`src/rtl/eck_pkg.sv`:
```
package eck_pkg;

  localparam int CoordW = 16;
  localparam int DiffW  = 17;
  localparam int SqW    = 32;
  localparam int SumW   = 33;
  localparam int RootW  = 17;
  localparam int RemW   = 35;
  localparam int ScaleW = 16;
  localparam int ProdW  = 33;
  localparam int ExpTerms = 20;
  localparam int AccW   = 31;
  localparam int FacW   = 30;
  localparam int CovW   = 16;

  localparam logic [ScaleW-1:0] ScaleReset = 16'd256;
  localparam logic [AccW-1:0]   AccOne     = 31'd1073741824;

  function automatic logic [FacW-1:0] exp_factor(input logic [4:0] k);
    logic [FacW-1:0] f;
    case (k)
      5'd0:  f = 30'd1073725440;
      5'd1:  f = 30'd1073709056;
      5'd2:  f = 30'd1073676290;
      5'd3:  f = 30'd1073610760;
      5'd4:  f = 30'd1073479712;
      5'd5:  f = 30'd1073217664;
      5'd6:  f = 30'd1072693760;
      5'd7:  f = 30'd1071646719;
      5'd8:  f = 30'd1069555701;
      5'd9:  f = 30'd1065385899;
      5'd10: f = 30'd1057095000;
      5'd11: f = 30'd1040706261;
      5'd12: f = 30'd1008687096;
      5'd13: f = 30'd947573834;
      5'd14: f = 30'd836230973;
      5'd15: f = 30'd651257337;
      5'd16: f = 30'd395007542;
      5'd17: f = 30'd145315154;
      5'd18: f = 30'd19666268;
      5'd19: f = 30'd360200;
      default: f = '0;
    endcase
    return f;
  endfunction

endpackage

```
`src/rtl/eck_dist_sq.sv`:
```
module eck_dist_sq
  import eck_pkg::*;
(
  input  logic                     clk,
  input  logic                     rst,
  input  logic                     en,
  input  logic                     in_valid,
  input  logic signed [CoordW-1:0] a_x,
  input  logic signed [CoordW-1:0] a_y,
  input  logic signed [CoordW-1:0] b_x,
  input  logic signed [CoordW-1:0] b_y,
  output logic                     sum_valid,
  output logic [SumW-1:0]          sum
);

  logic                    v1, v2;
  logic signed [DiffW-1:0] dx, dy;
  logic [SqW-1:0]          sqx, sqy;
  logic signed [2*DiffW-1:0] px, py;

  assign px = dx * dx;
  assign py = dy * dy;

  always_ff @(posedge clk) begin
    if (rst) begin
      v1 <= 1'b0;
      v2 <= 1'b0;
      sum_valid <= 1'b0;
    end else if (en) begin
      v1 <= in_valid;
      v2 <= v1;
      sum_valid <= v2;
    end
  end

  always_ff @(posedge clk) begin
    if (en) begin
      dx  <= DiffW'(b_x) - DiffW'(a_x);
      dy  <= DiffW'(b_y) - DiffW'(a_y);
      sqx <= px[SqW-1:0];
      sqy <= py[SqW-1:0];
      sum <= SumW'(sqx) + SumW'(sqy);
    end
  end

endmodule

```
`config.mk`:
```
export PLATFORM = sky130hd
export DESIGN_NAME = eck_dist_sq
export DESIGN_NICKNAME = d
export VERILOG_FILES = /design/src/rtl/eck_pkg.sv /design/src/rtl/eck_dist_sq.sv
export SDC_FILE = /design/constraint.sdc
export NUM_CORES = 1
export LEC_CHECK = 0
export BUFFER_PORTS_ARGS = -buffer_cell sky130_fd_sc_hd__buf_2
export CAP_MARGIN = 30
export CORE_ASPECT_RATIO = 0.5
export CORE_MARGIN = 5
export CORE_UTILIZATION = 45
export DETAILED_ROUTE_END_ITERATION = 6
export PLACE_DENSITY_LB_ADDON = 0.3
export SKIP_LAST_GASP = 1
export SLEW_MARGIN = 20
export SYNTH_ARGS = -nofsm -noshare
export SYNTH_HDL_FRONTEND = slang
export SYNTH_SLANG_ARGS = --single-unit
```
`constraint.sdc`:
```
create_clock -name clk -period 6.5 [get_ports clk]
set_input_delay 0.65 -clock clk [delete_from_list [all_inputs] [get_ports clk]]
set_output_delay 0.65 -clock clk [all_outputs]
set_load 0.01 [all_outputs]
```
======== Yosys cells after proc, flatten, opt, wreduce, memory -nomap -nowiden ========
Cells that the tools add are included.
storage, ports and cells
  register bits after elaboration ......... 134
  input port bits ......................... 68
  logic and storage cells ................. 13
cells by class
  add/sub/neg operators ................... 3
  multipliers ............................. 2
operator list
  cell            count
  $mul 17x17->32  2
  $sub 16x16->17  2
  $add 32x32->33  1

======== Depth between registers and ports, before layout ========
Gate-level depths: netlist of run 1.
  depth after elaboration ................. 1
  depth in mapped cells ................... 24
  mapped depth without buffers ............ 24

======== Least setup slack after synthesis of run 1 ========
No wires, ideal clock.
  path type ............................... reg-to-reg
  from .................................... register dx[5]
  to ...................................... register sqx[31] (data pin)
  library setup time ...................... 0.260 ns
  data arrival time ....................... 6.053 ns
  data required time ...................... 6.240 ns
  slack ................................... 0.187 ns
  stages on the path, launching flop included .. 25
  buffers on the path ..................... 2
  cells stage by stage .................... edfxtp_1 clkbuf_1 clkbuf_1 nand2_1 fa_1 inv_1 fa_1 inv_1 fa_1 inv_1 fa_1 fa_1 inv_1 fa_1 inv_1 ha_1 and3_1 a221o_1 a31o_1 and4_4 nor3_2 o31a_1 o2111ai_1 a21oi_1 xnor2_1
between the ends
  word-level cells in the longest chain between the ends .. 1
ends and longest elaborated chain
  what                      line               RTL
  start: declaration        eck_dist_sq.sv:17  logic signed [DiffW-1:0] dx, dy;
  start signal: assignment  eck_dist_sq.sv:38  dx <= DiffW'(b_x) - DiffW'(a_x);
  $mul 17x17->32            eck_dist_sq.sv:21  assign px = dx * dx;
  net px[31]                eck_dist_sq.sv:19  logic signed [2*DiffW-1:0] px, py;
  end signal: assignment    eck_dist_sq.sv:40  sqx <= px[SqW-1:0];
  end: declaration          eck_dist_sq.sv:18  logic [SqW-1:0] sqx, sqy;
The timed path passes the listed nets, and every way through them passes these cells.
A chain may end at the register's enable or synchronous reset.

======== Final worst setup path of run 1 ========
  from .................................... register dy[16]
  to ...................................... register sqy[30] (data pin)
between the ends
  word-level cells in the longest chain between the ends .. 1
ends and longest elaborated chain
  what                      line               RTL
  start: declaration        eck_dist_sq.sv:17
  start signal: assignment  eck_dist_sq.sv:39  dy <= DiffW'(b_y) - DiffW'(a_y);
  $mul 17x17->32            eck_dist_sq.sv:22  assign py = dy * dy;
  net py[30]                eck_dist_sq.sv:19
  end signal: assignment    eck_dist_sq.sv:41  sqy <= py[SqW-1:0];
  end: declaration          eck_dist_sq.sv:18
The timed path passes the listed nets, and every way through them passes these cells.

==> results.py, run 1 <==
metrics = {
    "outcome": {
        "status": "completed",
    },
    "drt": {
        "num_vias": 17400,
        "ant_nets": 0,
        "drc": 0,
        "drtIter0Drc": 857,
        "firstDrtPassIters": 5,
        "vias_per_cell": 4.89,
        "wl_per_cell_microns": 15.6,
        "drt_wl_total_microns": 55700,
    },
    "global_route": {
        "grt.busiest_layer": "met2",
        "grt_usage": 0.192,
        "grt_pass1_wl_microns": 94200,
        "use_met2": 0.327,
        "grt_use_met1": 0.257,
        "antenna_found_initial": 1,
        "grt_pass1_vias": 18800,
        "gr-usage-met3": 0.0308,
        "grt_max_degree": 80,
        "overflow": 0,
    },
    "worst_setup_path": {
        "start_kind": "flip-flop",
        "criticalPathCategory": "reg -> reg",
        "startpoint": "dy[16]$_DFFE_PP_",
        "reg2reg_from": "dy[16]$_DFFE_PP_",
        "worstPathArrival_ns": 6.54,
        "crit_fanout": 7,
        "cp-end-kind": "flip-flop",
        "cp.required_ns": 6.70,
    },
    "cells_and_area": {
        "fin_nets": 3602,
        "area_growth_pct": 12.3,
        "layout_common_cells": "inv_1 (743), fa_1 (513), ha_1 (227)",
        "drive_gt1_frac": 0.114,
        "final_core_util": 0.513,
        "antenna_cells": 0,
        "mostFrequentLayoutCell": "inv_1",
        "nFillCells": 5064,
    },
    "floorplan": {
        "pin_count": 102,
        "design.core.area_sq_um": 55800,
        "die_width_microns": 347,
        "die_y_microns": 178,
        "start_util": 0.457,
        "rows": 61,
        "die_area_sq_um": 61800,
    },
    "sta": {
        "finalCritPeriodShare": 0.976,
        "max_freq_mhz": 158,
        "finalHoldViolCount": 0,
        "period_minus_slack_ns": 6.34,
        "finalSetupTns_ns": 0,
        "rsz0062_at_grt": "true",
        "worst_pin_slew_ns": 0.663,
        "relSlewSlack": 0.554,
        "finalSetupViolCount": 0,
        "maxSlewViolCount": 0,
        "finClkSkew_ns": 0.0196,
    },
    "cts": {
        "cts_buffers": 17,
        "h-tree-depth": 4,
        "cts_root_buf": "clkbuf_16",
        "path_clk_slew_ns": 0.08,
        "cts_max_path_buffers": 2,
        "cts.sinks": 132,
        "clkLatencyLatePin_ns": 0.46,
        "cts_tree": "built",
    },
    "logic_synthesis": {
        "synth_area_sq_um": 25500,
        "synth.avg_cell_area_sq_um": 9.90,
        "postSynth.asyncResetShare": 0,
        "ys_types": 70,
        "synth_ff_type": "edfxtp_1",
        "yosysWarnings": 0,
        "synth_nets": 3386,
        "syn_inst": 2576,
        "synth_edf_count": 129,
        "ys_seq_area_frac": 0.154,
        "ys_ff_latch": 132,
    },
    "place": {
        "routabilityCongestion": 0.897,
        "dpl.hpwl_microns": 48000,
        "port_buffers": 101,
    },
    "worst_hold_path": {
        "hp-class": "in -> reg",
        "min_from": "rst",
    },
    "run": {
        "max_cap_violations": 0,
    },
}
[flip-flops by register name (all words and copies together), names as in the netlist]
signal and flops:
v2 1, sqy 31, dy 17, sum 33, sqx 31, v1 1, dx 17, sum_valid 1
[worst max-delay path, stage by stage, from the launching register on]
cell and delay (ns):
edfxtp_1 0.53, buf_4 0.20, buf_4 0.15, nor2b_1 0.14
fa_1 0.50, inv_1 0.05, fa_1 0.48, inv_1 0.05
fa_1 0.49, fa_1 0.44, fa_1 0.49, inv_1 0.05
fa_1 0.48, inv_1 0.04, ha_1 0.32, and4_1 0.26
and3_1 0.19, a221o_1 0.35, a41oi_2 0.19, o211ai_1 0.19
nand4_1 0.13, or3b_1 0.36
[cell families after synthesis]
logic type / synth area share
xor gates and xnor gates: 0.0464
adders and majority gates: 0.516
AOI/OAI and AO/OA: 0.0624
buffers and inverters: 0.117
DFF: 0.154
and+or+nand+nor: 0.103
muxes: 0.00206
[cell type report]
class | instances | area (sq um) | area share
multi-input combinational | 1652 | 18700 | 0.652
inverter | 743 | 2790 | 0.0974
clock buffer | 17 | 425 | 0.0149
clock inverter | 15 | 178 | 0.00621
timing repair buffer | 246 | 1680 | 0.0587
sequential | 132 | 3930 | 0.137
tap | 756 | 946 | 0.0330
[per-stage QoR]
stage          setup slack [ns]  hold WS (ns)  area, sq um  instances
2_1_floorplan             0.187         0.446        25500       2576
3_3_place_gp             0.0908         0.472        27600       3487
3_5_place_dp             0.0318         0.487        27600       3487
4_1_cts                  0.0251         0.354        28200       3519
5_1_grt                 -0.0527         0.367        28600       3561
6_report                  0.156         0.381        28600       3561
[synthesized netlist by cell type, drive strengths merged, types with 3 or more instances]
cell type | n | area, sq um
inv | 743 | 2790
fa | 514 | 10300
ha | 228 | 2850
nand2 | 197 | 739
edfxtp | 129 | 3870
and2 | 111 | 694
xnor2 | 108 | 946
nor2 | 93 | 349
a21oi | 65 | 329
clkbuf | 48 | 180
o21ai | 40 | 204
nor2b | 37 | 231
a21o | 28 | 210
xor2 | 27 | 236
nor3 | 23 | 120
nand3 | 22 | 110
nand2b | 17 | 106
and3 | 10 | 62.6
o211ai | 10 | 85.1
o21a | 10 | 75.1
o21bai | 10 | 75.1
a211oi | 8 | 60.1
a31oi | 8 | 50.1
or3 | 8 | 50.1
a31o | 7 | 61.3
a2111oi | 5 | 56.3
and4 | 5 | 46.3
or2 | 5 | 31.3
a21boi | 4 | 30.0
a221o | 3 | 30.0
a41oi | 3 | 33.8
dfxtp | 3 | 60.1
mux2i | 3 | 30.0
nand4 | 3 | 18.8
nor4 | 3 | 18.8
o2111ai | 3 | 26.3
o31ai | 3 | 22.5
o41ai | 3 | 52.6
[metal layers]
layer	vias to the layer above	wire length, microns
met5	-	13
met3	97	2800
met4	2	1470
li1	8207	-
met1	8707	24900
met2	393	26500
[worst paths after layout]
check             slack, ns                     end  cells after the start
setup / recovery       0.16       sqy[30]$_DFFE_PP_                     21
hold / removal         0.38         v1$_SDFFE_PP0P_                      2
setup reg to reg       0.16       sqy[30]$_DFFE_PP_                     21
hold reg to reg        0.50  sum_valid$_SDFFE_PP0P_                      2
[timing repair]
item,in CTS,in global routing
setup endpoints to repair,0,12
gates resized for setup,0,24
setup buffers,0,41
hold buffers,0,0
endpoints found under the hold margin,0,0
Power of run 1 is not shown: default switching activity piles up to over one toggle a cycle in this logic, so the estimate is an artifact.
==> run 2, diff against run 1 <==
- clock period: 6.5 -> 7.6 ns (I/O delays scaled with it)
==> run 2 against run 1 <==
Register-to-register slack gained 0.52 ns. Highest routed layer is now met4. Core utilization fell by 2.0 points. Critical path depth grew 1. Critical path type unchanged. Clock-buffer cell count unchanged. Worst setup slack improved by 0.52 ns. Hold slack improved by 0.11 ns. Final area is 3.8% lower. Clock skew shrank 0.0029 ns.
==> results.py, run 2 (same netlist as run 1, synthesis figures left out) <==
metrics = {
    "worst_setup_path": {
        "r2r_cells": 22,
        "worstPathArrival_ns": 7.14,
        "start_kind": "flip-flop",
        "reg2reg_setup_slack_ns": 0.67,
        "crit_fanout": 21,
        "cp.required_ns": 7.81,
        "cp-end-kind": "flip-flop",
        "criticalPathCategory": "reg -> reg",
    },
    "floorplan": {
        "die_width_microns": 347,
        "start_util": 0.457,
        "design.core.area_sq_um": 55800,
        "rows": 61,
        "pin_count": 102,
        "die_y_microns": 178,
        "die_area_sq_um": 61800,
    },
    "global_route": {
        "overflow": 0,
        "antenna_found_initial": 2,
        "grt_pass1_wl_microns": 93900,
        "grt_max_degree": 69,
        "grt_pass1_vias": 18700,
        "grt_usage": 0.192,
    },
    "cts": {
        "cts.repair.resized": 0,
        "cts_tree": "built",
        "cts_buffers": 17,
        "post_cts_buffers": 0,
        "cts_max_path_buffers": 2,
        "path_clk_slew_ns": 0.07,
        "cts_root_buf": "clkbuf_16",
        "h-tree-depth": 4,
        "ctsHoldBuffers": 0,
        "cts.sinks": 132,
        "clkLatencyLatePin_ns": 0.46,
    },
    "drt": {
        "num_vias": 17000,
        "ant_nets": 0,
        "top_layer": "met4",
        "dr_wl_met3_microns": 3120,
        "vias_per_cell": 4.93,
        "wl_per_cell_microns": 16.2,
        "wl_met1_microns": 25100,
        "drtIter0Drc": 844,
        "firstDrtPassIters": 5,
        "wl_met2_microns": 26500,
        "drc": 0,
        "drt_wl_total_microns": 55700,
    },
    "place": {
        "routabilityCongestion": 0.867,
        "dp.cells": 3410,
        "dpl.hpwl_microns": 47500,
        "port_buffers": 101,
    },
    "cells_and_area": {
        "area_growth_pct": 7.99,
        "final_core_util": 0.493,
        "final_cells": 3442,
        "antenna_cells": 0,
        "drive_gt1_frac": 0.0689,
        "mostFrequentLayoutCell": "inv_1",
        "largest_reg_flops": 33,
        "layout_common_cells": "inv_1 (743), fa_1 (514), ha_1 (228)",
        "top_register": "sum",
        "fin_nets": 3483,
        "reg_top3": "sum (33), sqx (31), sqy (31)",
    },
    "sta": {
        "relSlewSlack": 0.399,
        "maxSlewViolCount": 0,
        "period_minus_slack_ns": 6.93,
        "finalCritPeriodShare": 0.912,
        "finalSetupTns_ns": 0,
        "worst_pin_slew_ns": 0.902,
        "finClkSkew_ns": 0.0166,
        "rsz0062_at_grt": "false",
        "finalSetupViolCount": 0,
        "finalHoldViolCount": 0,
        "max_freq_mhz": 144,
    },
    "worst_hold_path": {
        "hp-class": "in -> reg",
        "holdPathStages": 2,
    },
    "run": {
        "max_cap_violations": 0,
    },
    "outcome": {
        "status": "completed",
    },
}
[run 2: changes by cell type in the layout (fill, tap and decap cells not counted), moves of 2 or more]
cell | before | now
nand2_1 | 193 | 197
buf_6 | 4 | 1
nand2_2 | 4 | 0
o21ai_1 | 7 | 5
a31oi_1 | 6 | 8
buf_12 | 4 | 0
buf_4 | 136 | 26
a21oi_1 | 62 | 64
o21ai_0 | 31 | 34
a31oi_4 | 2 | 0
a21oi_2 | 3 | 1
[run 2: worst paths after layout]
kind / startpoint / to
max: dx[2]$_DFFE_PP_ / sqx[30]$_DFFE_PP_
min: rst / v2$_SDFFE_PP0P_
max reg2reg: dx[2]$_DFFE_PP_ / sqx[30]$_DFFE_PP_
min reg2reg: v2$_SDFFE_PP0P_ / v2$_SDFFE_PP0P_
[run 2: worst max-delay path: stages, from the launching register on]
cell and delay [ns]:
edfxtp_1 0.88, nand2_1 0.21, inv_1 0.18, fa_1 0.42
inv_1 0.09, fa_1 0.42, fa_1 0.53, inv_1 0.06
fa_1 0.50, fa_1 0.49, inv_1 0.05, fa_1 0.47
inv_1 0.04, ha_1 0.35, and4_1 0.27, nand3_1 0.11
nor3b_1 0.06, a31oi_1 0.34, a31oi_1 0.23, a21oi_1 0.30
o21ai_0 0.17, o41a_1 0.34, xor2_1 0.15
[run 2: cell type report]
class / instances / area, sq um
fill: 5097 / 28300
multi-input combinational: 1652 / 18600
sequential: 132 / 3930
inverter: 743 / 2790
tap: 756 / 946
timing repair buffer: 127 / 707
clock buffer: 17 / 425
clock inverter: 15 / 141
[run 2: per-stage QoR]
| step | hold slack (ns) | setup slack [ns] | instance area [sq um] |
|---|---|---|---|
| 3_5_place_dp | 0.490 | 0.745 | 27000 |
| 3_3_place_gp | 0.473 | 0.876 | 27000 |
| 6_report | 0.487 | 0.671 | 27500 |
| 5_1_grt | 0.478 | 0.330 | 27500 |
| 4_1_cts | 0.461 | 0.700 | 27500 |
| 2_1_floorplan | 0.446 | 1.29 | 25500 |
[run 2: metal layers]
layer  vias to the layer above  global-route usage
met5                         -                   0
met4                         0              0.0404
met3                        73              0.0318
met2                       373               0.328
met1                      8531               0.261
li1                       7981                   -
Power of run 2 is left out for the same reason.
