===== src/rtl/eck_pkg.sv =====
package eck_pkg;

  localparam int CoordW = 16;
  localparam int DiffW  = 17;
  localparam int SqW    = 32;
  localparam int SumW   = 33;
  localparam int RootW  = 17;
  localparam int RemW   = 35;
  localparam int ScaleW = 16;
  localparam int ProdW  = 33;
  localparam int ExpTerms = 20;
  localparam int AccW   = 31;
  localparam int FacW   = 30;
  localparam int CovW   = 16;

  localparam logic [ScaleW-1:0] ScaleReset = 16'd256;
  localparam logic [AccW-1:0]   AccOne     = 31'd1073741824;

  function automatic logic [FacW-1:0] exp_factor(input logic [4:0] k);
    logic [FacW-1:0] f;
    case (k)
      5'd0:  f = 30'd1073725440;
      5'd1:  f = 30'd1073709056;
      5'd2:  f = 30'd1073676290;
      5'd3:  f = 30'd1073610760;
      5'd4:  f = 30'd1073479712;
      5'd5:  f = 30'd1073217664;
      5'd6:  f = 30'd1072693760;
      5'd7:  f = 30'd1071646719;
      5'd8:  f = 30'd1069555701;
      5'd9:  f = 30'd1065385899;
      5'd10: f = 30'd1057095000;
      5'd11: f = 30'd1040706261;
      5'd12: f = 30'd1008687096;
      5'd13: f = 30'd947573834;
      5'd14: f = 30'd836230973;
      5'd15: f = 30'd651257337;
      5'd16: f = 30'd395007542;
      5'd17: f = 30'd145315154;
      5'd18: f = 30'd19666268;
      5'd19: f = 30'd360200;
      default: f = '0;
    endcase
    return f;
  endfunction

endpackage


===== src/rtl/eck_sqrt.sv =====
module eck_sqrt
  import eck_pkg::*;
(
  input  logic             clk,
  input  logic             rst,
  input  logic             en,
  input  logic             in_valid,
  input  logic [SumW-1:0]  sum,
  output logic             root_valid,
  output logic [RootW-1:0] root
);

  logic             v   [0:RootW];
  logic [RemW-1:0]  rem [0:RootW];
  logic [RootW-1:0] rt  [0:RootW];

  assign v[0]   = in_valid;
  assign rem[0] = RemW'(sum);
  assign rt[0]  = '0;

  for (genvar j = 0; j < RootW; j++) begin : g_stage
    localparam int B = RootW - 1 - j;
    logic [RemW-1:0] trial;
    assign trial = (RemW'(rt[j]) << (B + 1)) + (RemW'(1) << (2 * B));

    always_ff @(posedge clk) begin
      if (rst) begin
        v[j+1] <= 1'b0;
      end else if (en) begin
        v[j+1] <= v[j];
      end
    end

    always_ff @(posedge clk) begin
      if (en) begin
        if (rem[j] >= trial) begin
          rem[j+1] <= rem[j] - trial;
          rt[j+1]  <= rt[j] | (RootW'(1) << B);
        end else begin
          rem[j+1] <= rem[j];
          rt[j+1]  <= rt[j];
        end
      end
    end
  end

  assign root_valid = v[RootW];
  assign root       = rt[RootW];

endmodule


===== config.mk =====
export PLATFORM = sky130hd
export DESIGN_NAME = eck_sqrt
export DESIGN_NICKNAME = d
export VERILOG_FILES = /design/src/rtl/eck_pkg.sv /design/src/rtl/eck_sqrt.sv
export SDC_FILE = /design/constraint.sdc
export NUM_CORES = 1
export LEC_CHECK = 0
export BUFFER_PORTS_ARGS = -buffer_cell sky130_fd_sc_hd__buf_2
export CAP_MARGIN = 40
export CORE_MARGIN = 5
export CORE_UTILIZATION = 43
export CTS_BUF_LIST = sky130_fd_sc_hd__clkbuf_8
export CTS_CLUSTER_DIAMETER = 50
export DETAILED_ROUTE_END_ITERATION = 12
export SYNTH_ARGS = -nofsm -noshare
export SYNTH_HDL_FRONTEND = slang
export SYNTH_SLANG_ARGS = --single-unit

===== constraint.sdc =====
create_clock -name clk -period 10.06 [get_ports clk]
set_input_delay 1.006 -clock clk [delete_from_list [all_inputs] [get_ports clk]]
set_output_delay 1.006 -clock clk [all_outputs]
set_load 0.03 [all_outputs]

Yosys cells after proc, flatten, opt, wreduce, memory -nomap -nowiden

Cells that the tools add are included.

Multiplexer cells: 17
Divide/modulo/power cells: 0
Equality and inequality tests: 0
Multipliers: 0
$lt $le $gt $ge: 17
Reduce and logical (&&, ||, !) cells: 0
$add $sub $neg: 32
Bitwise operators: 0
Shift operators: 0

Operator list:

| kind                                                           | count |
|---|---|
| 35-bit two-way mux                                             | 15 |
| 35-bit by 19-bit greater-or-equal comparator with 1-bit output | 1 |
| 35-bit by 20-bit greater-or-equal comparator with 1-bit output | 1 |
| 35-bit by 21-bit greater-or-equal comparator with 1-bit output | 1 |
| 35-bit by 22-bit greater-or-equal comparator with 1-bit output | 1 |
| 35-bit by 23-bit greater-or-equal comparator with 1-bit output | 1 |
| 35-bit by 24-bit greater-or-equal comparator with 1-bit output | 1 |
| 35-bit by 25-bit greater-or-equal comparator with 1-bit output | 1 |
| 35-bit by 26-bit greater-or-equal comparator with 1-bit output | 1 |
| 35-bit by 27-bit greater-or-equal comparator with 1-bit output | 1 |
| 35-bit by 28-bit greater-or-equal comparator with 1-bit output | 1 |
| 35-bit by 29-bit greater-or-equal comparator with 1-bit output | 1 |
| 35-bit by 30-bit greater-or-equal comparator with 1-bit output | 1 |
| 35-bit by 31-bit greater-or-equal comparator with 1-bit output | 1 |
| 35-bit by 32-bit greater-or-equal comparator with 1-bit output | 1 |
| 35-bit by 33-bit greater-or-equal comparator with 1-bit output | 1 |
| 35-bit by 34-bit greater-or-equal comparator with 1-bit output | 1 |
| 35-bit by 20-bit subtractor with 35-bit output                 | 1 |
| 35-bit by 21-bit subtractor with 35-bit output                 | 1 |
| 35-bit by 22-bit subtractor with 35-bit output                 | 1 |
| 35-bit by 23-bit subtractor with 35-bit output                 | 1 |
| 35-bit by 24-bit subtractor with 35-bit output                 | 1 |
| 35-bit by 25-bit subtractor with 35-bit output                 | 1 |
| 35-bit by 26-bit subtractor with 35-bit output                 | 1 |
| 28 further kinds                                               | 28 |

Output and inout port bits: 18
Memory bits (read-only): 0
Logic and storage cells: 133
Memory bits (writable): 0
Memories: 0
Latch bits: 0
Input bits: 37
Register bits after elaboration: 865

Longest topological paths before layout

Gate-level depths: netlist (run 1).

Depth after elaboration: 3
Gate-level depth with buffers: 12
Mapped depth without buffers: 10

Least setup slack after synthesis (run 1)

OpenSTA, ideal clock, no wires.

Path type: register to register
From: reg rem[129] (netlist bit)
To: reg rem[93] (netlist bit) (data pin)
Required time: 9.794 ns
Path buffers: 0
Library setup time: 0.266 ns
Data arrival time: 2.911 ns
Path slack: 6.883 ns
Clock period less this slack: 3.177 ns
Cell stages (with the launch flop): 8
Cell sequence: edfxtp_1 -> nor3_2 -> or4b_1 -> or4_1 -> o41a_1 -> a2111o_1 -> nor3_1 -> xor2_1

Cells in the longest elaborated chain, start to end: 2

Ends and longest elaborated chain:

| item                                                           | line           | text |
|---|---|---|
| from (decl)                                                    | eck_sqrt.sv:14 | `logic [RemW-1:0] rem [0:RootW];` |
| from (signal, indexed assignment)                              | eck_sqrt.sv:37 | `rem[j+1] <= rem[j] - trial;` |
| from (signal, indexed assignment)                              | eck_sqrt.sv:40 | `rem[j+1] <= rem[j];` |
| 35-bit by 21-bit greater-or-equal comparator with 1-bit output | eck_sqrt.sv:36 | `if (rem[j] >= trial) begin` |
| 35-bit two-way mux                                             | eck_sqrt.sv:36 |  |

Every way passes these cells.
A chain may end at the register's enable or synchronous reset.

Final worst setup path (run 1)

From: reg rem[332] (netlist bit)
To: reg rem[314] (netlist bit) (data pin)

Cells in the longest elaborated chain, start to end: 2
Elaborated cells between the ends (all ways): 3
Classes of those cells: 1 x add/sub; 1 x order compare; 1 x mux

Ends and longest elaborated chain:

| item                                                                                                                                    | line |
|---|---|
| 35-bit by 27-bit subtractor with 35-bit output / 35-bit by 27-bit greater-or-equal comparator with 1-bit output (equally long branches) | eck_sqrt.sv:37, eck_sqrt.sv:36 |
| 35-bit two-way mux *                                                                                                                    | eck_sqrt.sv:36 |

Every way passes the cells marked *; elsewhere a longest branch is shown, timed or not.

==> results of run 1 <==
[cell usage in the layout, fill, tap and decap left out, types with 27 or more instances in the layout]
| cell | Yosys | final |
|---|---|---|
| inv_1 | 196 | 239 |
| clkbuf_8 | 0 | 123 |
| edfxtp_1 | 712 | 712 |
| ha_1 | 166 | 166 |
| xor2_1 | 133 | 133 |
| nor3_1 | 82 | 81 |
| nand2b_1 | 30 | 30 |
| nand2_1 | 137 | 137 |
| o21a_1 | 38 | 38 |
| nor4_1 | 81 | 81 |
| xnor2_1 | 103 | 103 |
| nor2b_1 | 30 | 30 |
| clkinv_1 | 1 | 27 |
| nor2_1 | 172 | 171 |
| a21oi_1 | 135 | 135 |
| buf_2 | 1 | 55 |
| o21ai_0 | 119 | 119 |
| a21o_1 | 44 | 44 |
| nand3_1 | 38 | 38 |
| nand4_1 | 37 | 37 |
[area by class of cell]
type	count	area [µm²]
antenna	1	2.50
clock buffer	123	1690
clock inverter	99	676
fill	6818	40700
inverter	197	739
multi-input combinational	1661	11500
sequential	729	21700
tap	1050	1310
timing repair buffer	67	414
[sequential cells by signal, indices dropped and copies added, names as in the netlist]
register    cells
rem           559
v              16
rt            136
root_valid      1
root           17
[power breakdown]
part | switching (mW) | internal (mW) | total, mW
Combinational | 0.669 | 0.495 | 1.16
Sequential | 0.238 | 3.77 | 4.00
Clock | 1.18 | 1.33 | 2.51
Total | 2.09 | 5.59 | 7.68
[worst reg2reg max path: stages, from the launching register on]
cell and delay, ns:
edfxtp_1 0.39, inv_1 0.12, ha_1 0.14, or4b_2 0.57, nor4_1 0.63, a311oi_1 0.25, o2111a_1 0.44, a211o_1 0.44
nor4_1 0.25, xor2_1 0.11
[metrics by stage]
stage | area, µm² | utilization, % | total power, mW
floorplan | 34100 | - | 4.83
global placement | 35700 | 45.3 | 5.18
detailed placement | 35700 | 45.3 | 5.22
CTS | 38100 | 48.3 | 7.78
global route | 38100 | 48.3 | 8.11
finish | 38100 | 48.3 | 7.68
[worst min path at each step]
stage | cells past startpoint | slack, ns | from | endpoint
finish | 1 | 0.42 | sum[17] | rem[577]$_DFFE_PP_
floorplan | 0 | 0.42 | rem[140]$_DFFE_PP_ | rem[105]$_DFFE_PP_
CTS | 1 | 0.33 | sum[17] | rem[577]$_DFFE_PP_
global route | 1 | 0.34 | sum[18] | rem[578]$_DFFE_PP_
detailed placement | 0 | 0.43 | rem[565]$_DFFE_PP_ | rem[530]$_DFFE_PP_
global placement | 0 | 0.43 | rem[318]$_DFFE_PP_ | rem[283]$_DFFE_PP_
[per-layer routing]
layer  routed length (µm)  GRT usage (%)  vias up
li1                     -              -    10200
met1                26500           17.5     9978
met2                37400           30.9      489
met3                 2540           2.87      207
met4                 3560           8.16        0
met5                    0              0        -
[cells by family (layout without fill, tap and decap cells)]
group / count (synthesis) / count (layout)
mux: 44 / 44
simple gates: 751 / 751
fa+ha+maj: 166 / 166
flops: 729 / 729
xor+xnor: 236 / 236
buf+inv: 236 / 486
other cells: 1 / 3
compound gates: 462 / 462
==> flow_summary.toml, run 1 <==
[logic_synthesis]
synth_xor_area_share_pct = 6.06
synth_top_area_share_pct = 62.7
synthAdderAreaFrac_pct = 6.09
syn_inst = 2625
mappedNetlistArea_um2 = 34100
async_flop_share_pct = 0
synth_top_cells_by_area = "edfxtp_1 63%, ha_1 6.1%, xor2_1 3.4%"
synthMuxAreaShare_pct = 1.36
synth_seq_area_share_pct = 63.7
yosys_warnings = 0
ys_top_cells_by_count = "712 x edfxtp_1, 196 x inv_1, 172 x nor2_1"
syn_avg_cell_area_um2 = 13.0
ys.flop_type = "edfxtp_1"
synth_seq_cells = 729
yosys.area_share.simple_pct = 11.6
yosys.area.top_type = "edfxtp_1"
synth-compound-area-share_pct = 8.51
synth_cell_types = 75
synth_top_family_by_area = "simple AND/OR/NAND/NOR gates"
synth.most_common_cell = "edfxtp_1"
synth_edf_count = 712

[finish]
fin_cells = 3927
synthToLayoutAreaGrowth_pct = 11.6
num-nets-final = 2980
drive_gt1_share_pct = 9.49

[routing]
wl_um = 70000
ant_nets = 0
routedWlPerCell_um = 17.8
drt_iter0_drc = 1176
drc = 0
viasPerCell = 5.32
vias = 20900
drt-pass1-iter-count = 5

[pwr]
powerDensity_nw_per_um2 = 202
vdd.ir_drop.worst_uv = 136
leakage_nw = 14.5

[floorplanning]
coreArea_um2 = 78700
num_rows = 103
die_y_um = 292
start_util_pct = 43.3
die_area_um2 = 85000
die_w_um = 292
io_pins = 55

[setup_path]
worstPathMaxFanout = 20
startpoint = "rem[332]$_DFFE_PP_"
path_class = "reg2reg"
critPathCaptureType = "flop"
required_ns = 10.50
r2r_end = "rem[314]$_DFFE_PP_"
cp-start-kind = "flop"
ff2ff_path_depth = 9
cp_slowest_cell = "nor4_1"
rrSetupSlack_ns = 6.44
path_depth = 9
cp_cell_sequence = "inv_1 > ha_1 > or4b_2 > nor4_1 > a311oi_1 > o2111a_1 > a211o_1 > nor4_1 > xor2_1"
cp_num_buf_inv = 1
critPathTopFamily = "simple AND/OR/NAND/NOR gates"
worst_path_largest_cell_delay_ns = 0.63
path_common_cell = "nor4_1"
r2r_start = "rem[332]$_DFFE_PP_"
endpoint = "rem[314]$_DFFE_PP_"
cp_data_arrival_time_ns = 4.06

[placement]
io_buffers = 54
dp_cells = 3704
place_congestion = 0.939
place_ws_ns = 6.22
dp_hpwl_um = 50900

[timing]
drv_slew = 0
setup_viol = 0
hold_slack_ns = 0.420
worstMarginPinSlew_ns = 1.02
period_minus_slack_ns = 3.62
setup_tns_ns = 0
fin_worst_skew_ns = 0.0693
fin_crit_sh_pct = 36.0
fmax_ghz = 0.276
finalWorstSetupSlack_ns = 6.44
max_slew_margin_pct = 31.7
hold_viol = 0
rsz0062_at_grt = "false"

[clock_network]
cts_made_buffers = 121
clockBufferDepth = 3
post_cts_resized = 0
path_clk_slew_ns = 0.06
worstSkewPairLatency_ns = 0.75
cts_sinks = 729
ctsHoldBuffers = 0
cts_tree = "built"
cts_setup_buffers = 0
root_buffer = "clkbuf_8"
htree_levels = 3

[global_route]
overflow = 0
grt_pass1_wl_um = 113000
grt_pass1_vias = 22000
grt_antenna_before_repair = 1
grt_max_degree = 191
track_usage_pct = 16.3

[flow_run]
drv_cap = 0

[status]
status = "finished clean"

[min_path]
hp-class = "in2reg"
(Power assumes the default switching activity.)
==> inputs of run 2 (changes only) <==
ABC_AREA = 1   (was default)
clock period = 3.1 ns   (was 10.06 ns; I/O delays follow)
==> run 2 against run 1 <==
  * Synthesized cell count is 69% higher
  * Sequential cell count stayed put
  * Clock-buffer cell count is 18 higher
  * Sequential share of layout area is 8.4 points lower
  * Sequential power grew to 3.3 times the previous value
  * Worst setup slack worse by 6.0 ns
  * Non-clock buffer count is 62 higher
  * Clock skew is 0.019 ns lower
  * Routed wire length is 47% higher
  * Global-route usage is 4.5 points higher
  * Cell count is 52% higher
  * Largest cell class unchanged
  * Highest routed layer unchanged
==> flow_summary.toml, run 2 <==
[pwr]
power_frac_comb_pct = 20.4
power.internal_mw = 19.0
seqPwrFrac_pct = 47.2
p_total_mw = 27.7
vdd.ir_drop.worst_uv = 478
clkPwrFrac_pct = 32.4
netSwitchingFraction_pct = 31.6
powerDensity_nw_per_um2 = 621
leakage_nw = 19.6
p_sw_mw = 8.75

[clock_network]
cts_made_buffers = 135
clockBufferDepth = 3
htree_levels = 4
post_cts_resized = 0
path_clk_slew_ns = 0.06
cts_tree = "built"
root_buffer = "clkbuf_8"
worstSkewPairLatency_ns = 0.80
cts_sinks = 729

[setup_path]
worstPathMaxFanout = 31
critPathCaptureType = "flop"
path_common_cell = "nand2_1"
worst_path_largest_cell_delay_ns = 0.56
cp-start-kind = "flop"
cp_cell_sequence = "ha_1 > nand2_1 > inv_2 > a21oi_1 > nand3_2 > nand2_1 > inv_1 > nor2_4 > o21ai_0"
cp_data_arrival_time_ns = 3.15
cp_slowest_cell = "nor2_4"
required_ns = 3.61
cp_num_buf_inv = 2
path_class = "reg2reg"
critPathTopFamily = "simple AND/OR/NAND/NOR gates"

[routing]
routedWlPerCell_um = 17.3
viasPerCell = 5.01
wl_um = 103000
drt-pass1-iter-count = 6
vias = 29900
drt_iter0_drc = 2267
ant_nets = 0
drc = 0

[finish]
drive_gt1_share_pct = 7.73
final_cell_mix = "1,360 x nand2_1, 712 x inv_1, 712 x edfxtp_1"
regArea_um2 = 21700
multi_input_area_um2 = 15200
final_util_pct = 48.7
num-nets-final = 4875
num-fill-cells = 8751
final_common_cell = "nand2_1"
regMostFlops = "rem"
largest_reg_flops = 559
synthToLayoutAreaGrowth_pct = 12.3

[logic_synthesis]
syn_avg_cell_area_um2 = 8.95
synth_seq_cells = 729
mappedNetlistArea_um2 = 39700
syn_inst = 4441
ys_top_cells_by_count = "1,360 x nand2_1, 712 x edfxtp_1, 678 x inv_1"
synth_edf_count = 712
yosys_warnings = 0
synth_cell_types = 50
synth_top_cells_by_area = "edfxtp_1 54%, nand2_1 13%, inv_1 6.4%"
synth_seq_area_share_pct = 54.7
synth.most_common_cell = "nand2_1"
async_flop_share_pct = 0
synth_top_area_share_pct = 53.8
ys.flop_type = "edfxtp_1"
yosys.area.top_type = "edfxtp_1"

[floorplanning]
coreArea_um2 = 91700
die_y_um = 314
die_area_um2 = 98600
start_util_pct = 43.4
io_pins = 55
die_w_um = 314
num_rows = 111

[global_route]
grt_pass1_vias = 29300
grt_pass1_wl_um = 161000
track_usage_pct = 20.8
grt_antenna_before_repair = 1
overflow = 0
grt_max_degree = 91

[timing]
worstMarginPinSlew_ns = 0.723
fmax_ghz = 0.378
rsz0062_at_grt = "false"
max_slew_margin_pct = 51.7
hold_viol = 0
setup_viol = 0
setup_tns_ns = 0
fin_crit_sh_pct = 85.4
drv_slew = 0
period_minus_slack_ns = 2.65
fin_worst_skew_ns = 0.0505

[min_path]
hp-class = "in2reg"

[placement]
io_buffers = 54
place_congestion = 0.902
dp_hpwl_um = 79800

[status]
status = "finished clean"

[flow_run]
drv_cap = 0
==> run 2: cell count changes after synthesis, sizes merged, moves of 31 or more <==
cell	delta
nand4	+55
inv	+492
nand2	+1243
a21o	-38
clkbuf	-31
xor2	-33
nor4	-45
nor2	+260
o21a	-35
a21oi	+71
xnor2	-59
nand3	+235
==> run 2: repair_timing <==
item | CTS | global route
hold buffers | 37 | 0
hold endpoints to repair | 78 | 0
setup buffers | 0 | 0
==> run 2: power groups by stage <==
stage	Combinational, mW	Clock (mW)	Sequential [mW]
3_3_place_gp	5.56	0	13.3
4_1_cts	5.64	9.28	13.1
6_report	5.66	9.00	13.1
2_1_floorplan	4.07	0	12.8
3_5_place_dp	5.57	0	13.3
5_1_grt	6.47	9.79	13.2
==> run 2: cell type report <==
class	count	area share (%)
Timing Repair Buffer	129	2.40
Clock inverter	96	1.51
Tap cell	1186	3.32
Inverter	689	5.79
Sequential cell	729	48.7
Clock buffer	141	4.35
Multi-Input combinational cell	2988	34.0
Antenna cell	1	0.00561
==> run 2: stage by stage <==
| step | hold slack, ns | instance area [µm²] | std cells | setup WS (ns) |
|---|---|---|---|---|
| floorplan | 0.409 | 39700 | 4442 | 1.04 |
| global placement | 0.424 | 41700 | 5684 | 0.520 |
| detailed placement | 0.428 | 41700 | 5684 | 0.468 |
| CTS | 0.142 | 44600 | 5958 | 0.445 |
| global route | 0.154 | 44600 | 5959 | 0.214 |
| finish | 0.213 | 44600 | 5959 | 0.452 |
==> run 2: worst paths after layout <==
kind	start	to	slack, ns	cells after the start
setup / recovery	rem[192]$_DFFE_PP_	rem[157]$_DFFE_PP_	0.45	9
hold / removal	sum[13]	rem[573]$_DFFE_PP_	0.21	2
setup reg to reg	rem[192]$_DFFE_PP_	rem[157]$_DFFE_PP_	0.45	9
hold reg to reg	rem[471]$_DFFE_PP_	rem[436]$_DFFE_PP_	0.43	0
==> run 2: metal layers <==
layer	wire length [µm]	share of wire, %	vias up	track usage, %
li1	-	-	15100	-
met1	44800	44	13700	26.9
met2	49000	48	833	35.0
met3	5580	5.4	203	4.08
met4	3470	3.4	0	7.85
met5	0	0	-	0
==> run 2: worst register-to-register path: stages (launching register included) <==
cell,delay (ns)
edfxtp_1,0.40
ha_1,0.38
nand2_1,0.14
inv_2,0.05
a21oi_1,0.27
nand3_2,0.14
nand2_1,0.14
inv_1,0.09
nor2_4,0.56
o21ai_0,0.19
==> run 2: cells by family after synthesis <==
logic type	after synthesis	share of synthesized area, %
other	1	0.00944
buffers and inverters	725	7.22
adder cells (fa/ha/maj)	166	5.23
flip-flops	729	54.7
XOR/XNOR	144	3.17
AND/OR/NAND/NOR	2340	25.0
AO/OA/AOI/OAI	336	4.68
